### src/hw/rtl/mlp_pkg.sv
// Shared types, constants and helpers of the perceptron inference block.
`default_nettype none
package mlp_pkg;

  localparam int unsigned MAX_LAYERS = 4;
  localparam int unsigned MAX_WIDTH  = 16;
  localparam int unsigned DATA_BITS  = 16;
  localparam int unsigned FRAC_BITS  = DATA_BITS / 2;
  localparam int unsigned LAYER_BITS = $clog2(MAX_LAYERS);
  localparam int unsigned IDX_BITS   = $clog2(MAX_WIDTH);
  localparam int unsigned CNT_BITS   = IDX_BITS + 1;
  localparam int unsigned LCNT_BITS  = LAYER_BITS + 1;
  localparam int unsigned PROD_BITS  = 2 * DATA_BITS;
  localparam int unsigned ACC_BITS   = PROD_BITS + IDX_BITS + 4;
  localparam int unsigned WADDR_BITS = LAYER_BITS + 2 * IDX_BITS;
  localparam int unsigned BADDR_BITS = LAYER_BITS + IDX_BITS;

  // Register indexes on the configuration port
  localparam logic [2:0] REG_LAYER_COUNT  = 3'd0;
  localparam logic [2:0] REG_INPUT_WIDTH  = 3'd1;
  localparam logic [2:0] REG_WIDTH_FIRST  = 3'd2;
  localparam logic [2:0] REG_WIDTH_SECOND = 3'd3;
  localparam logic [2:0] REG_WIDTH_THIRD  = 3'd4;
  localparam logic [2:0] REG_WIDTH_FOURTH = 3'd5;

  typedef enum logic [1:0] {
    CMD_WEIGHT  = 2'd0,
    CMD_BIAS    = 2'd1,
    CMD_FEATURE = 2'd2,
    CMD_UNUSED  = 2'd3
  } cmd_e;

  typedef enum logic [2:0] {
    ST_IDLE,
    ST_MAC,
    ST_DRAIN,
    ST_FINISH,
    ST_EMIT
  } state_e;

  typedef struct packed {
    logic                  issue;
    logic                  first;
    logic                  src_b;
    logic [LAYER_BITS-1:0] layer;
    logic [IDX_BITS-1:0]   neuron;
    logic [IDX_BITS-1:0]   element;
    logic                  finish;
    logic                  relu;
    logic                  emit;
    logic                  emit_last;
  } dp_cmd_t;

  typedef struct packed {
    logic out_free;
  } dp_status_t;

  // Zero reads as one, values above the limit saturate to it
  function automatic logic [CNT_BITS-1:0] clamp_width(logic [CNT_BITS-1:0] v);
    logic [CNT_BITS-1:0] r;
    r = v;
    if (v == '0) r = CNT_BITS'(1);
    else if (v > CNT_BITS'(MAX_WIDTH)) r = CNT_BITS'(MAX_WIDTH);
    return r;
  endfunction

  function automatic logic [LCNT_BITS-1:0] clamp_layers(logic [LCNT_BITS-1:0] v);
    logic [LCNT_BITS-1:0] r;
    r = v;
    if (v == '0) r = LCNT_BITS'(1);
    else if (v > LCNT_BITS'(MAX_LAYERS)) r = LCNT_BITS'(MAX_LAYERS);
    return r;
  endfunction

endpackage
`default_nettype wire

### src/hw/rtl/mlp_ctrl.sv
// Sequencer of the forward pass: neuron, element and layer counters.
`default_nettype none
module mlp_ctrl
  import mlp_pkg::*;
(
  input  wire logic                                 clk_i,
  input  wire logic                                 rst_ni,
  input  wire logic                                 in_valid_i,
  input  wire cmd_e                                 in_cmd_i,
  input  wire logic                                 in_last_i,
  input  wire logic [LCNT_BITS-1:0]                 layer_count_i,
  input  wire logic [CNT_BITS-1:0]                  input_width_i,
  input  wire logic [MAX_LAYERS-1:0][CNT_BITS-1:0]  layer_width_i,
  input  wire dp_status_t                           status_i,
  output logic                                      in_ready_o,
  output dp_cmd_t                                   cmd_o
);

  state_e                state_q, state_d;
  logic [LAYER_BITS-1:0] layer_q, layer_d;
  logic [IDX_BITS-1:0]   neuron_q, neuron_d;
  logic [IDX_BITS-1:0]   elem_q, elem_d;
  logic [CNT_BITS-1:0]   in_w_q, in_w_d;
  logic [CNT_BITS-1:0]   width_q, width_d;
  logic                  src_b_q, src_b_d;
  logic                  drain_q, drain_d;

  logic [LCNT_BITS-1:0]  layers;
  logic                  start, last_elem, last_neuron, last_layer;

  assign layers      = clamp_layers(layer_count_i);
  assign start       = in_valid_i && (in_cmd_i == CMD_FEATURE) && in_last_i;
  assign last_elem   = {1'b0, elem_q} == (in_w_q - CNT_BITS'(1));
  assign last_neuron = {1'b0, neuron_q} == (width_q - CNT_BITS'(1));
  assign last_layer  = {1'b0, layer_q} == (layers - LCNT_BITS'(1));

  always_comb begin
    state_d = state_q;
    unique case (state_q)
      ST_IDLE:   if (start) state_d = ST_MAC;
      ST_MAC:    if (last_elem) state_d = ST_DRAIN;
      ST_DRAIN:  if (drain_q) state_d = ST_FINISH;
      ST_FINISH: begin
        if (!last_neuron) state_d = ST_MAC;
        else if (last_layer) state_d = ST_EMIT;
        else state_d = ST_MAC;
      end
      ST_EMIT:   if (status_i.out_free && last_neuron) state_d = ST_IDLE;
      default:   state_d = ST_IDLE;
    endcase
  end

  always_comb begin
    in_ready_o        = (state_q == ST_IDLE);
    cmd_o.issue       = (state_q == ST_MAC);
    cmd_o.first       = (elem_q == '0);
    cmd_o.src_b       = src_b_q;
    cmd_o.layer       = layer_q;
    cmd_o.neuron      = neuron_q;
    cmd_o.element     = elem_q;
    cmd_o.finish      = (state_q == ST_FINISH);
    cmd_o.relu        = !last_layer;
    cmd_o.emit        = (state_q == ST_EMIT) && status_i.out_free;
    cmd_o.emit_last   = last_neuron;
  end

  always_comb begin
    layer_d  = layer_q;
    neuron_d = neuron_q;
    elem_d   = elem_q;
    in_w_d   = in_w_q;
    width_d  = width_q;
    src_b_d  = src_b_q;
    drain_d  = drain_q;
    unique case (state_q)
      ST_IDLE: begin
        if (start) begin
          layer_d  = '0;
          neuron_d = '0;
          elem_d   = '0;
          in_w_d   = clamp_width(input_width_i);
          width_d  = clamp_width(layer_width_i[0]);
          src_b_d  = 1'b0;
        end
      end
      ST_MAC: begin
        elem_d  = elem_q + IDX_BITS'(1);
        drain_d = 1'b0;
      end
      ST_DRAIN: drain_d = 1'b1;
      ST_FINISH: begin
        elem_d = '0;
        if (!last_neuron) begin
          neuron_d = neuron_q + IDX_BITS'(1);
        end else begin
          neuron_d = '0;
          src_b_d  = !src_b_q;
          if (!last_layer) begin
            layer_d = layer_q + LAYER_BITS'(1);
            in_w_d  = width_q;
            width_d = clamp_width(layer_width_i[layer_q + LAYER_BITS'(1)]);
          end
        end
      end
      ST_EMIT: begin
        if (status_i.out_free && !last_neuron) neuron_d = neuron_q + IDX_BITS'(1);
      end
      default: ;
    endcase
  end

  always_ff @(posedge clk_i or negedge rst_ni) begin
    if (!rst_ni) begin
      state_q  <= ST_IDLE;
      layer_q  <= '0;
      neuron_q <= '0;
      elem_q   <= '0;
      in_w_q   <= CNT_BITS'(1);
      width_q  <= CNT_BITS'(1);
      src_b_q  <= 1'b0;
      drain_q  <= 1'b0;
    end else begin
      state_q  <= state_d;
      layer_q  <= layer_d;
      neuron_q <= neuron_d;
      elem_q   <= elem_d;
      in_w_q   <= in_w_d;
      width_q  <= width_d;
      src_b_q  <= src_b_d;
      drain_q  <= drain_d;
    end
  end

endmodule
`default_nettype wire

### config.mk
export PLATFORM = sky130hd
export DESIGN_NAME = mlp_ctrl
export DESIGN_NICKNAME = d
export VERILOG_FILES = /design/src/hw/rtl/mlp_pkg.sv /design/src/hw/rtl/mlp_ctrl.sv
export SDC_FILE = /design/constraint.sdc
export NUM_CORES = 1
export LEC_CHECK = 0
export ABC_AREA = 1
export BUFFER_PORTS_ARGS = -buffer_cell sky130_fd_sc_hd__buf_2
export CAP_MARGIN = 25
export CORE_ASPECT_RATIO = 1.75
export CORE_UTILIZATION = 38
export CTS_BUF_LIST = sky130_fd_sc_hd__clkbuf_8 sky130_fd_sc_hd__clkbuf_16
export DETAILED_ROUTE_END_ITERATION = 6
export PLACE_DENSITY = 0.58
export SYNTH_ARGS = -nofsm -noshare
export SYNTH_HDL_FRONTEND = slang
export SYNTH_SLANG_ARGS = --single-unit
### constraint.sdc
create_clock -name clk_i -period 2.5 [get_ports clk_i]
set_input_delay 0.375 -clock clk_i [delete_from_list [all_inputs] [get_ports clk_i]]
set_output_delay 0.375 -clock clk_i [all_outputs]
set_load 0.005 [all_outputs]
==> impl_metrics.tcl, run 1 <==
set metrics [dict create \
    outcome "finished, violations left" \
    violations "DRC" \
    port_buffers 52 \
    p_leak_nw 1.37 \
    timing.final.crit_share_pct 90.6 \
    syn_area_per_cell_um2 6.32 \
    fmax_mhz 442 \
    grt_pass1_wl_um 8610 \
    crit_type "reg2out" \
    totalNegativeSetupSlack_ns 0 \
    die_h_um 98.2 \
    fin_area_mm2 0.00234 \
    skew_ns 0.0118 \
    hold_viol 0 \
    vias 2054 \
    ctsHoldBuffers 0 \
    switching_share_pct 24.9 \
    rrSetupSlack_ns 0.39 \
    path_max_fanout 7 \
    peakVddDrop_mv 0.156 \
    n_antenna_cell 0 \
    yosysWarnings 0 \
    rsz0062_at_grt "no" \
    grt_antenna_before_repair 0 \
    wl_per_cell_um 11.6 \
    cts_tree "done" \
    power_density_mw_per_mm2 314 \
    grt_max_degree 26 \
    critPathArrivalTime_ns 1.89 \
    seq_area_frac_synth_pct 31.3 \
    drtIter0Drc 43 \
    antenna_left 0 \
    cts_setup_buffers 0 \
    die_w_um 57.0 \
    power.internal_mw 0.553 \
    drv_cap 0 \
    synth_nets 359 \
    core_area_mm2 0.00502 \
    placed_cells 418 \
    cp-start-kind "flop" \
    drive_gt1_share_pct 22.6 \
    clk_path_buf_depth 2 \
    relSlewSlack_pct 61.7 \
    post_cts_resized 0 \
    post-route-drc-count 4 \
    syn_inst 318 \
    fin_crit_ns 2.26 \
    clk_pin_slew_worst_paths_ns 0.10 \
    ys_ff_latch 25 \
    grt_pass1_vias 2063 \
    syn2layout_area_growth_pct 16.8 \
    placed_area_mm2 0.00230 \
    netlist_area_mm2 0.00201 \
    finish.utilization_pct 46.7 \
    dieArea_mm2 0.00559 \
    seq_power_share_pct 54.9 \
    hold_path_class "in2async" \
    fin_hold_ws_ns 0.0803 \
    layout.cells.non_filler 422 \
    num_rows 34 \
    comb_power_share_pct 10.1 \
    via_per_inst 4.87 \
    initial_utilization_pct 40.0 \
    yosysUniqueCellTypes 34 \
    cp-startpoint "width_q[0]$_DFFE_PN1P_" \
    h-tree-depth 1 \
    p_sw_mw 0.183 \
    gp_congestion 0.769 \
    finalSetupViolCount 0 \
    layout.nets 410 \
    place_hpwl_um 3970 \
    crit_path_end_kind "primary output" \
    required_ns 2.12 \
    drtPass1Iterations 7 \
    clock-sinks 25 \
    p_clk_share_pct 35.0 \
    tightest_slew_ns 0.575 \
    grt_overflow 0 \
    grt_util_all_layers_pct 19.4 \
    ios 53 \
    worst_r2r_path_depth 14 \
    clk_latency_ns 0.28 \
    r2r-start "width_q[0]$_DFFE_PN1P_" \
    numCtsBuffers 3 \
    wirelength_um 4920 \
    cts-root-buf "clkbuf_8" \
    slew_viol_final 0 \
]
[final timing paths]
kind	to
max	cmd_o[0]
min	elem_q[2]$_DFFE_PN0P_
max reg2reg	width_q[0]$_DFFE_PN1P_
min reg2reg	in_w_q[1]$_DFFE_PN0P_
max in group asynchronous	in_w_q[0]$_DFFE_PN1P_
min in group clk_i	in_w_q[2]$_DFFE_PN0P_
[cells in the final DEF (no fill, tap or decap), types with 6 or more instances in the layout]
master / count
ha_1: 6
inv_1: 32
xor2_1: 6
buf_2: 52
nor2_1: 26
dfrtp_1: 23
nand2_1: 135
o21ai_1: 7
inv_2: 11
nand3_1: 25
o21ai_0: 6
[cells in the mapped netlist (all sizes together)]
library cell | n | share of area [%]
a22o | 3 | 1.3
dfstp | 2 | 2.6
a21oi | 5 | 1.4
nand2 | 137 | 26
or2 | 1 | 0.31
nor3b | 1 | 0.37
a31oi | 1 | 0.31
o22ai | 2 | 0.62
nand4 | 1 | 0.31
inv | 43 | 8.0
o21a | 1 | 0.37
buf | 5 | 1.8
o21ai | 16 | 4.5
dfrtp | 23 | 29
xnor2 | 2 | 0.87
clkbuf | 1 | 0.19
nor2 | 31 | 6.7
ha | 6 | 3.7
a22oi | 1 | 0.37
xor2 | 6 | 2.6
nand3 | 26 | 7.1
o31ai | 1 | 0.37
nor3 | 3 | 1.0
[sequential cells by signal (all words and copies together), names as in the netlist]
| signal | cells |
|---|---|
| in_w_q | 5 |
| width_q | 5 |
| elem_q | 4 |
| neuron_q | 4 |
| src_b_q | 1 |
| state_q | 3 |
| drain_q | 1 |
| layer_q | 2 |
[critical path, stage by stage, from the launching register on]
cell     delay, ns
dfstp_2       0.58
inv_2         0.05
ha_1          0.29
inv_1         0.04
nand2_1       0.05
nand2_1       0.04
nor2_1        0.09
nand2_1       0.09
nor2_4        0.13
nand2_4       0.09
inv_1         0.06
buf_2         0.10
[layer usage]
| metal | up-vias | track usage [%] | routed length, µm |
|---|---|---|---|
| li1 | 1089 | - | - |
| met1 | 911 | 18.3 | 1780 |
| met2 | 44 | 40.3 | 2890 |
| met3 | 10 | 1.72 | 138 |
| met4 | 0 | 7.50 | 112 |
| met5 | - | 0 | 0 |
[layout make-up]
class / count / area, µm²
inverters: 43 / 161
multi-input cells: 244 / 1180
clock buffers: 3 / 41.3
fillers: 568 / 2680
repair buffers: 52 / 260
clock inverters: 1 / 7.51
well taps: 54 / 67.6
flip-flops and latches: 25 / 628
[logic make-up (layout without fill, tap and decap cells)]
| kind of cell | count (synthesis) | after routing | share of synthesized area [%] |
|---|---|---|---|
| buf+inv | 49 | 99 | 10.0 |
| fa+ha+maj | 6 | 6 | 3.74 |
| flops | 25 | 25 | 31.3 |
| compound gates | 30 | 30 | 9.35 |
| simple gates | 200 | 200 | 42.1 |
| xor+xnor | 8 | 8 | 3.49 |
[stage by stage]
step,worst slack [ns],power (mW)
2_1_floorplan,0.629,0.444
3_3_place_gp,0.462,0.487
3_5_place_dp,0.406,0.488
4_1_cts,0.231,0.746
5_1_grt,0.0918,0.768
6_report,0.236,0.736
[power by group through the flow]
stage	Combinational, mW	Sequential, mW	Clock [mW]
2_1_floorplan	0.0315	0.412	0
3_3_place_gp	0.0753	0.412	0
3_5_place_dp	0.0762	0.412	0
4_1_cts	0.0763	0.404	0.266
5_1_grt	0.0867	0.404	0.277
6_report	0.0745	0.404	0.258
Power figures use the tool's default switching activity.
==> inputs of run 2 (changes only) <==
--- a/config.mk
+++ b/config.mk
@@ -7,3 +7,3 @@
 export LEC_CHECK = 0
-export ABC_AREA = 1
+export ABC_AREA = 0
 export BUFFER_PORTS_ARGS = -buffer_cell sky130_fd_sc_hd__buf_2
@@ -14,3 +14,3 @@
 export DETAILED_ROUTE_END_ITERATION = 6
-export PLACE_DENSITY = 0.58
+export PLACE_DENSITY = 0.59
 export SYNTH_ARGS = -nofsm -noshare
==> constraint.sdc (replaced) <==
create_clock -name clk_i -period 2.5 [get_ports clk_i]
set_input_delay 0.5 -clock clk_i [delete_from_list [all_inputs] [get_ports clk_i]]
set_output_delay 0.5 -clock clk_i [all_outputs]
set_load 0.005 [all_outputs]
==> impl_metrics.tcl, run 2 <==
set metrics [dict create \
    grt_pass1_wl_um 7120 \
    ctsHoldBuffers 0 \
    clk_pin_slew_worst_paths_ns 0.09 \
    place_hpwl_um 3480 \
    totalNegativeSetupSlack_ns 0 \
    final_cell_mix "52 x buf_2, 23 x dfrtp_1, 16 x nor2_1" \
    synth_nets 238 \
    dieArea_mm2 0.00506 \
    grt_overflow 0 \
    vias 1646 \
    crit_type "reg2out" \
    syn2layout_area_growth_pct 20.4 \
    drv_cap 0 \
    fin_hold_ws_ns 0.213 \
    tightest_slew_ns 0.590 \
    antenna_left 0 \
    hold_path_class "in2async" \
    crit_path_cell_trace "inv_1 > ha_2 > or3_1 > a311o_2 > inv_2 > buf_2" \
    required_ns 2.00 \
    p_leak_nw 0.987 \
    critPathMaxStageDelay_ns 0.54 \
    layout.nets 293 \
    crit_path_end_kind "primary output" \
    fin_crit_ns 2.42 \
    synth.top_cells.by_area "dfrtp_1 32%, mux4_2 6.2%, ha_1 4.1%, xnor2_1 3.9%, nor2_1 3.3%" \
    outcome "finished, final reports clean" \
    wirelength_um 4440 \
    grt_antenna_before_repair 0 \
    num_rows 32 \
    fmax_mhz 412 \
    drtIter0Drc 49 \
    grt_max_degree 26 \
    drive_gt1_share_pct 33.9 \
    synth-edff-count 0 \
    via_per_inst 5.45 \
    clock-sinks 25 \
    skew_ns 0.00768 \
    top_regs "in_w_q (5), width_q (5)" \
    timing.final.crit_share_pct 97.0 \
    cp-startpoint "width_q[0]$_DFFE_PN1P_" \
    gp_congestion 0.815 \
    cts_tree "done" \
    post-route-drc-count 0 \
    slowest_stage "dfstp_2" \
    core_area_mm2 0.00448 \
    power_density_mw_per_mm2 954 \
    critPathArrivalTime_ns 1.92 \
    finalSetupViolCount 0 \
    yosysMostFrequentCell "dfrtp_1" \
    h-tree-depth 1 \
    syn_inst 197 \
    n_antenna_cell 0 \
    synth_top_flop_cell "dfrtp_1" \
    r2r-start "width_q[0]$_DFFE_PN1P_" \
    yosysUniqueCellTypes 49 \
    drtPass1Iterations 4 \
    final_common_cell "buf_2" \
    path_max_fanout 4 \
    rsz0062_at_grt "no" \
    relSlewSlack_pct 60.6 \
    hold_viol 0 \
    grt_util_all_layers_pct 19.2 \
    synth.top_cell.area_share_pct 31.7 \
    wl_per_cell_um 14.7 \
    ios 53 \
    die_h_um 93.4 \
    syn_area_per_cell_um2 9.20 \
    slew_viol_final 0 \
    synth_common_cells "23 x dfrtp_1, 16 x nor2_1, 14 x inv_1, 14 x nand2_1, 11 x o21ai_0" \
    numCtsBuffers 3 \
    die_w_um 54.2 \
    cp-start-kind "flop" \
    cts-root-buf "clkbuf_8" \
    ys_ff_latch 25 \
    clk_latency_ns 0.28 \
    yosys.area.top_type "dfrtp_1" \
    port_buffers 52 \
    clk_path_buf_depth 2 \
    seq_area_frac_synth_pct 34.6 \
    grt_pass1_vias 1597 \
    async_reset_ff_share_pct 100 \
    yosysWarnings 0 \
    peakVddDrop_mv 0.522 \
    initial_utilization_pct 40.4 \
    cp_top_family "flip-flops" \
    cp_num_buf_inv 3 \
    netlist_area_mm2 0.00181 \
]
## run 2: cell count changes in the layout (fill, tap and decap cells not counted), sizes merged, moves of 6 or more
cell,before,now
nand2,137,14
inv,43,15
xnor2,2,8
nand3,26,10
buf,52,62
nor2,31,16
## run 2: logic make-up after synthesis
kind of cell / count (synthesis) / share of synthesized area, %
buffers and inverters: 27 / 7.38
AOI/OAI and AO/OA: 40 / 16.2
muxes: 10 / 8.97
and+or+nand+nor: 75 / 21.9
adders and majority gates: 6 / 4.14
xor gates and xnor gates: 14 / 6.76
DFF: 25 / 34.6
## run 2: path summary, 6_finish.rpt
| kind | endpoint | slack [ns] | cells past startpoint |
|---|---|---|---|
| setup / recovery | cmd_o[0] | 0.08 | 6 |
| hold / removal | drain_q$_DFFE_PN0N_ | 0.21 | 1 |
| setup reg to reg | in_w_q[4]$_DFFE_PN0P_ | 0.27 | 8 |
| hold reg to reg | src_b_q$_DFFE_PN0P_ | 0.47 | 1 |
| max in group asynchronous | in_w_q[3]$_DFFE_PN0P_ | 1.89 | 1 |
| min in group clk_i | in_w_q[2]$_DFFE_PN0P_ | 0.46 | 3 |
## run 2: stage by stage
step	util (%)	setup WS, ns	power [mW]	cells	cell area (µm²)
finish	48.7	0.0755	2.08	302	2180
global route	48.7	0.00867	2.28	302	2180
CTS	48.6	0.0285	2.10	302	2180
detailed placement	47.3	0.0987	1.84	296	2120
global placement	47.3	0.136	1.83	296	2120
floorplan	-	0.101	1.53	197	1810
## run 2: layout make-up
class / instances / area (µm²)
timing repair buffer: 62 / 335
sequential: 25 / 628
fill: 452 / 2300
clock buffer: 3 / 41.3
tap: 51 / 63.8
clock inverter: 1 / 5.00
multi-input combinational: 145 / 1050
inverter: 15 / 56.3
## run 2: repair_timing
item / in CTS / in global routing
resized for setup: 0 / 1
pin swaps: 1 / 0
endpoints found under the hold margin: 0 / 0
setup buffers: 2 / 0
endpoints found under the setup margin: 1 / 1
## run 2: layer usage
metal,global-route usage [%],share of wire [%],up-vias
met5,0,0,-
met4,7.91,1.6,0
met3,1.79,2.6,5
met2,34.6,55,36
met1,21.6,40,787
li1,-,-,818
## run 2: power breakdown
part / total [mW] / leakage, nW / switching [mW] / internal, mW
clock: 0.246 / 0.0255 / 0.135 / 0.112
combinational: 1.02 / 0.655 / 0.474 / 0.542
sequential: 0.819 / 0.306 / 0.248 / 0.571
## run 2: worst register-to-register path: stages, from the launching register on
cell and delay (ns):
dfstp_2 0.54, inv_1 0.04, ha_2 0.19, or3_1 0.37
a311o_2 0.35, inv_2 0.06, buf_4 0.12, nand3_2 0.15
o221a_2 0.31
